**config.mk**
```make
export PLATFORM = sky130hd
export DESIGN_NAME = swa_div
export DESIGN_NICKNAME = d
export VERILOG_FILES = /design/src/rtl/swa_pkg.sv /design/src/rtl/swa_div.sv
export SDC_FILE = /design/constraint.sdc
export NUM_CORES = 1
export LEC_CHECK = 0
export ABC_AREA = 0
export ABC_CLOCK_PERIOD_IN_PS = 10200
export BUFFER_PORTS_ARGS = -buffer_cell sky130_fd_sc_hd__buf_2
export CAP_MARGIN = 20
export CELL_PAD_IN_SITES_DETAIL_PLACEMENT = 1
export CELL_PAD_IN_SITES_GLOBAL_PLACEMENT = 1
export CORE_MARGIN = 2
export CORE_UTILIZATION = 45
export DETAILED_ROUTE_END_ITERATION = 10
export GPL_ROUTABILITY_DRIVEN = 0
export PLACE_DENSITY_LB_ADDON = 0.1
export SLEW_MARGIN = 20
export SYNTH_ARGS = -nofsm -noshare
export SYNTH_HDL_FRONTEND = slang
export SYNTH_SLANG_ARGS = --single-unit
export TNS_END_PERCENT = 30
```
**constraint.sdc**
```tcl
create_clock -name clk -period 10.2 [get_ports clk]
set_input_delay 0.51 -clock clk [delete_from_list [all_inputs] [get_ports clk]]
set_output_delay 0.51 -clock clk [all_outputs]
set_load 0.02 [all_outputs]
```
**src/rtl/swa_pkg.sv**
```systemverilog
`timescale 1ns / 1ps
// shared types and constants of the sliding window average block
// no dependencies

package swa_pkg;

	localparam int SAMPLE_W = 32;                      // q16.16 sample and average
	localparam int CNT_W    = 9;                       // window size and fill count
	localparam int SUM_W    = SAMPLE_W + CNT_W;        // exact sum of up to 511 samples

	// divider: magnitude of the sum, DIV_STEP quotient bits per cycle
	localparam int DIV_STEP    = 4;
	localparam int DIV_STEPS   = (SUM_W + DIV_STEP - 1) / DIV_STEP;
	localparam int MAG_W       = DIV_STEPS * DIV_STEP;
	localparam int DIV_CNT_W   = $clog2(DIV_STEPS);

	typedef enum logic [1:0] {
		S_IDLE,
		S_RMW,
		S_LOAD,
		S_DIV
	} swa_state_t;

	typedef struct packed {
		logic                       valid;
		logic signed [SAMPLE_W-1:0] quotient;
	} div_res_t;

endpackage

```
**src/rtl/swa_div.sv**
```systemverilog
`timescale 1ns / 1ps
// signed sum by unsigned count divider, truncating toward zero
// restoring, DIV_STEP quotient bits per cycle; depends on swa_pkg

module swa_div import swa_pkg::*; (
	input  logic                    clk,
	input  logic                    arst_n,
	input  logic                    start,
	input  logic signed [SUM_W-1:0] dividend,
	input  logic [CNT_W-1:0]        divisor,
	input  logic                    ack,
	output div_res_t                res
);

	logic                 busy_q;
	logic                 valid_q;
	logic                 neg_q;
	logic [MAG_W-1:0]     num_q;
	logic [CNT_W:0]       rem_q;
	logic [CNT_W-1:0]     den_q;
	logic [DIV_CNT_W-1:0] step_q;

	logic [SUM_W-1:0]     mag;
	logic [MAG_W-1:0]     num_d;
	logic [CNT_W:0]       rem_d;
	logic [SAMPLE_W-1:0]  quot_mag;

	// magnitude of the dividend
	always_comb begin
		if (dividend[SUM_W-1]) begin
			mag = SUM_W'(-dividend);
		end else begin
			mag = SUM_W'(dividend);
		end
	end

	// one cycle of restoring steps; the numerator shifts out, quotient bits shift in
	always_comb begin
		num_d = num_q;
		rem_d = rem_q;
		for (int i = 0; i < DIV_STEP; i++) begin
			rem_d = {rem_d[CNT_W-1:0], num_d[MAG_W-1]};
			num_d = {num_d[MAG_W-2:0], 1'b0};
			if (rem_d >= {1'b0, den_q}) begin
				rem_d    = rem_d - {1'b0, den_q};
				num_d[0] = 1'b1;
			end
		end
	end

	always_ff @(posedge clk or negedge arst_n) begin
		if (!arst_n) begin
			busy_q  <= 1'b0;
			valid_q <= 1'b0;
			step_q  <= '0;
		end else begin
			if (start) begin
				busy_q  <= 1'b1;
				valid_q <= 1'b0;
				step_q  <= DIV_CNT_W'(DIV_STEPS - 1);
			end else if (busy_q) begin
				step_q <= step_q - DIV_CNT_W'(1);
				if (step_q == '0) begin
					busy_q  <= 1'b0;
					valid_q <= 1'b1;
				end
			end else if (ack) begin
				valid_q <= 1'b0;
			end
		end
	end

	always_ff @(posedge clk) begin
		if (start) begin
			neg_q <= dividend[SUM_W-1];
			num_q <= MAG_W'(mag);
			rem_q <= '0;
			den_q <= divisor;
		end else if (busy_q) begin
			num_q <= num_d;
			rem_q <= rem_d;
		end
	end

	// quotient magnitude is at most 2^31, so the low word carries it
	assign quot_mag = num_q[SAMPLE_W-1:0];

	always_comb begin
		res.valid = valid_q;
		if (neg_q) begin
			res.quotient = $signed(-quot_mag);
		end else begin
			res.quotient = $signed(quot_mag);
		end
	end

endmodule

```
==> reports/qor.txt, run 1 <==
area leader, netlist - edfxtp_1
top cell type's share of synthesized area - 25.3%
cell depth of the worst hold path - 1
slowest cell delay on critical path - 510 ps
cts bufs inserted - 9
depth of the CTS H-tree - 3
pre-CTS setup slack - 870 ps
Critical path origin - den_q[0]$_DFFE_PP_
r2r startpoint - den_q[0]$_DFFE_PP_
FF-to-FF End - rem_q[3]$_SDFFE_PP0P_
Seq/Total Area, Yosys - 31.8%
DR iter-0 viols - 217
distinct cell type count after synthesis - 64
Final Hold Fails - 0
syn avg cell area - 8.96 um^2
WHS Endpoint - den_q[5]$_DFFE_PP_
final-layout fill cell count - 1,594
async set or reset register ratio after synthesis - 8.70%
r2r setup slk - 910 ps
CTS tree - yes
Die Span Y - 120 um
postcts setup bufs - 0
max-slew violation count - 0
Post-layout nets - 849
Longest Clk Path Bufs - 2
largest net degree at the start of global routing - 91
vias in the first global route - 5,797
Worst Path Arrival - 9540 ps
total number of yosys warnings - 0
period utilisation layout - 91.1%
Syn Std Cell Area - 6040 um^2
final setup fails - 0
share of cells above drive strength 1 - 17.7%
vias per cell - 5.80
root buffer cell - clkbuf_16
Tmin final - 9290 ps
Layout area overhead - 15.3%
Worst-Margin Slew - 932 ps
syn_nets - 772
Worst setup SP type - flop
standard-cell row count - 42
antenna violations before repair - 1
CP Capture Type - flop
Worst Hold Class - primary input to flop
diode count - 0
DRT Wirelength - 18.1 mm
number of enable flip-flop cells after synthesis - 51
via count - 5,410
detailed-route DRC error count - 0
Max FO, Critical Path - 17
Post-DP HPWL - 13.5 mm
Post-synth top flop - edfxtp_1
required time of the critical path - 10,440 ps
Clock Pin Slew Worst Setup and Hold Paths - 60 ps
cell count of the worst reg-to-reg path - 37
area of the multi-input gates - 3890 um^2
Skew-Pair Late Insertion Delay - 340 ps
first-pass GRT wire length - 29.3 mm
Synth Register Bits - 69
most used cell, CP - a21oi_1
die width - 120 um
# port buffers - 86
die area - 14,400 um^2
WL/cell - 19.5 um
overflow left after global routing - 0
Max-slew headroom - 37.9%
Pre-antenna DRT Iters - 4
total global-route track usage - 26.0%
Hold Crit Start - divisor[5]
skew final - 6.47 ps
final worst slack - 907 ps
DRT antenna net count - 0
max capacitance violation total - 0
Post-Synthesis Cells - 674
core box area - 13,200 um^2
unrepaired setup endpoints after global routing - no
Initial Util - 45.8%
f_max - 108 MHz
register area - 1920 um^2
Ports - 87
slowest CP cell - a211o_1
Sink Count - 69
CP Class - flop to flop
setup TNS - 0 ps
status - completed
top cells by area, synth - edfxtp_1, ha_1, xor2_1
[cell usage after synthesis (all sizes together) (13+ instances only)]
| master | instances |
|---|---|
| nor2 | 77 |
| a21oi | 58 |
| edfxtp | 51 |
| xor2 | 47 |
| xnor2 | 45 |
| nand2 | 43 |
| o21ai | 43 |
| ha | 40 |
| inv | 33 |
| o31ai | 22 |
| clkbuf | 17 |
| mux2i | 15 |
| a211oi | 13 |
| o41ai | 13 |
[worst max-delay path by stage]
stage          cells after the start                    end  slack, ps
3_3_place_gp                      37  rem_q[1]$_SDFFE_PP0P_       1310
6_report                          37  rem_q[3]$_SDFFE_PP0P_        910
3_5_place_dp                      36  rem_q[5]$_SDFFE_PP0P_        870
2_1_floorplan                     38  rem_q[7]$_SDFFE_PP0P_       1920
4_1_cts                           36  rem_q[3]$_SDFFE_PP0P_        760
5_1_grt                           37  rem_q[3]$_SDFFE_PP0P_        220
[routing by layer]
metal  wire (um)  vias to the layer above  track usage [%]  part of all wire, %
li1            -                     2625                -                    -
met1        7880                     2613             31.6                   43
met2        8870                      122             45.3                   49
met3         774                       48             4.61                  4.3
met4         614                        2             11.3                  3.4
met5          11                        -                0                0.061
[cell type report]
class	instances	area share (%)
clock buffers	13	4.20
clock inverters	3	0.305
inverters	33	1.78
multi-input cells	547	55.9
flip-flops and latches	69	27.6
well taps	176	3.16
repair buffers	91	7.08
[cell families (layout without fill, tap and decap cells)]
group	count (synthesis)	after routing	share of synthesized area [%]
XOR/XNOR	92	92	13.3
buffers and inverters	58	140	3.89
adder cells (fa/ha/maj)	44	44	9.61
AND/OR/NAND/NOR	199	199	16.2
flip-flops	69	69	31.8
multiplexers	24	24	4.16
AO/OA/AOI/OAI	188	188	21.0
[through the flow]
stage	instance area [um^2]	util [%]	hold WS, ps	std cells
global placement	6600	50.0	335	913
floorplan	6040	-	214	674
CTS	6930	52.5	344	930
global route	6970	52.8	348	932
finish	6970	52.8	350	932
detailed placement	6600	50.0	340	913
[layout by cell type, fill, tap and decap left out, types with 3 or more instances in the layout]
master / n
nor2_1: 76
dfxtp_1: 12
nand2b_1: 7
o41ai_1: 11
o31ai_1: 21
edfxtp_1: 51
dfrtp_1: 6
fa_1: 4
mux2i_1: 15
buf_2: 85
nor4_1: 3
nand4_1: 5
xor2_1: 47
o21a_1: 6
nor2b_1: 5
nand3_1: 7
or3_1: 9
a21o_1: 8
a311o_1: 3
a21oi_1: 58
o31a_1: 3
ha_1: 40
or4_1: 10
o21ai_0: 40
nand3b_1: 3
clkbuf_16: 11
nand2_1: 42
buf_4: 3
o21ai_1: 3
inv_1: 33
nor3_1: 11
mux2_2: 9
a211oi_1: 11
or2_2: 4
xnor2_1: 45
[repair_timing]
| action | 4_1_cts | 5_1_grt |
|---|---|---|
| hold endpoints to repair | 6 | 0 |
| endpoints found under the setup margin | 0 | 1 |
| hold buffers | 1 | 0 |
| gates resized for setup | 0 | 1 |
[critical path, delay by kind of cell, from the launching register on]
kind | cells | cell delay (ps)
AO/OA/AOI/OAI | 19 | 4730
adder cells (fa/ha/maj) | 5 | 1880
buffers and inverters | 4 | 490
flip-flops | 1 | 450
multiplexers | 2 | 400
AND/OR/NAND/NOR | 7 | 1180
[registers in the layout, summed over array words and instances (netlist names)]
signal	flops
busy_q	1
den_q	9
neg_q	1
num_q	44
rem_q	9
step_q	4
valid_q	1
Power of run 1 is left out: the tool's default activity adds up to more than one toggle a clock period on the data nets, which glitch-free logic cannot reach.
==> run 2: changes to the inputs <==
--- a/config.mk
+++ b/config.mk
@@ -12,10 +12,11 @@
 export CELL_PAD_IN_SITES_DETAIL_PLACEMENT = 1
 export CELL_PAD_IN_SITES_GLOBAL_PLACEMENT = 1
 export CORE_MARGIN = 2
-export CORE_UTILIZATION = 45
+export CORE_UTILIZATION = 46
+export CTS_BUF_LIST = sky130_fd_sc_hd__clkbuf_8
 export DETAILED_ROUTE_END_ITERATION = 10
 export GPL_ROUTABILITY_DRIVEN = 0
-export PLACE_DENSITY_LB_ADDON = 0.1
+export PLACE_DENSITY = 0.95
 export SLEW_MARGIN = 20
 export SYNTH_ARGS = -nofsm -noshare
 export SYNTH_HDL_FRONTEND = slang
==> reports/qor.txt, run 2 (synthesis gave the netlist of run 1 again) <==
skew final - 6.16 ps
most frequent cells in the layout - buf_2, nor2_1, a21oi_1
Initial Util - 47.5%
root buffer cell - clkbuf_8
Sink Count - 69
slowest cell delay on critical path - 500 ps
Longest Clk Path Bufs - 2
Max FO, Critical Path - 17
DRT antenna net count - 0
Pre-antenna DRT Iters - 5
Worst Path Arrival - 9560 ps
max capacitance violation total - 0
largest net degree at the start of global routing - 66
cts bufs inserted - 9
Layout area overhead - 12.7%
met3 Use GR - 4.34%
Final Hold Fails - 0
Clock Pin Slew Worst Setup and Hold Paths - 70 ps
# port buffers - 86
CTS tree - yes
DR iter-0 viols - 399
f_max - 107 MHz
Post-DP HPWL - 14.2 mm
slowest CP cell - fa_1
met1 Usage GRT - 31.3%
commonest non-fill, non-tap cell in the layout - buf_2
die area - 14,100 um^2
antenna violations before repair - 1
diode count - 0
largest reg by FF count - num_q
detailed-route DRC error count - 0
Tmin final - 9300 ps
Worst Hold Class - primary input to flop
share of cells above drive strength 1 - 17.6%
setup TNS - 0 ps
Worst setup SP type - flop
status - completed
Post-layout nets - 848
overflow left after global routing - 0
depth of the CTS H-tree - 3
Ports - 87
standard-cell row count - 41
WL/cell - 20.6 um
final setup fails - 0
required time of the critical path - 10,450 ps
M2 GR Usage - 48.9%
first-pass GRT wire length - 30.3 mm
Skew-Pair Late Insertion Delay - 360 ps
max-slew violation count - 0
Max-slew headroom - 30.8%
Die Span Y - 119 um
max FFs per register - 44
core box area - 12,700 um^2
total global-route track usage - 27.2%
r2r setup slk - 900 ps
unrepaired setup endpoints after global routing - no
CP Class - flop to flop
via count - 5,622
vias in the first global route - 5,943
top flop regs - num_q x44, den_q x9, rem_q x9
die width - 119 um
CP Capture Type - flop
busiest grt layer - met2
most used cell, CP - a211oi_1
vias per cell - 6.06
DRT Wirelength - 19.1 mm
Worst-Margin Slew - 1040 ps
period utilisation layout - 91.2%
## run 2: changes by cell type in the layout (fill, tap and decap cells not counted), sizes merged
cell | previous run | this run
clkinv | 1 | 2
inv | 35 | 34
buf | 90 | 89
## run 2: routing by layer
| metal | part of all wire (%) | up-vias | wire length (um) |
|---|---|---|---|
| met5 | 0 | - | 0 |
| met4 | 3.8 | 0 | 716 |
| met3 | 5.3 | 53 | 1010 |
| met2 | 52 | 191 | 9860 |
| met1 | 39 | 2758 | 7490 |
| li1 | - | 2620 | - |
## run 2: layout make-up
| type | count | area, um^2 |
|---|---|---|
| clock buffer | 13 | 179 |
| fill | 1562 | 5910 |
| inverter | 33 | 124 |
| multi-input combinational | 547 | 3890 |
| sequential | 69 | 1920 |
| clock inverter | 3 | 16.3 |
| timing repair buffer | 90 | 465 |
| tap | 172 | 215 |
## run 2: worst max-delay path: cells and delay by family (launching register included)
| kind | cells | cell delay (ps) |
|---|---|---|
| DFF | 1 | 430 |
| adders and majority gates | 4 | 1650 |
| buffers and inverters | 2 | 430 |
| muxes | 2 | 600 |
| AOI/OAI and AO/OA | 19 | 5070 |
| and+or+nand+nor | 5 | 1020 |
## run 2: worst paths after layout
path / from / end / cells past startpoint
worst max-delay path: den_q[1]$_DFFE_PP_ / rem_q[4]$_SDFFE_PP0P_ / 32
min in group asynchronous: arst_n / step_q[2]$_DFFE_PN0P_ / 2
worst min register to register: num_q[37]$_DFFE_PP_ / num_q[41]$_SDFFE_PP0P_ / 2
worst max register to register: den_q[1]$_DFFE_PP_ / rem_q[4]$_SDFFE_PP0P_ / 32
max in group asynchronous: arst_n / busy_q$_DFF_PN0_ / 2
worst min-delay path: divisor[4] / den_q[4]$_DFFE_PP_ / 1
## run 2: through the flow
step	setup slack (ps)	hold slack (ps)	cells	area (um^2)	util, %
final	895	328	927	6810	53.5
after global routing	181	327	927	6810	53.5
after CTS	831	321	927	6810	53.5
after detailed placement	856	343	910	6600	51.9
after global placement	1420	335	910	6600	51.9
after floorplan	1920	214	674	6040	-
## run 2: timing repair
action,CTS,global route
setup endpoints to repair,0,6
resized for setup,0,1
hold endpoints to repair,6,0
hold buffers,1,0
buffers inserted,0,0
Power of run 2 is left out for the same reason.
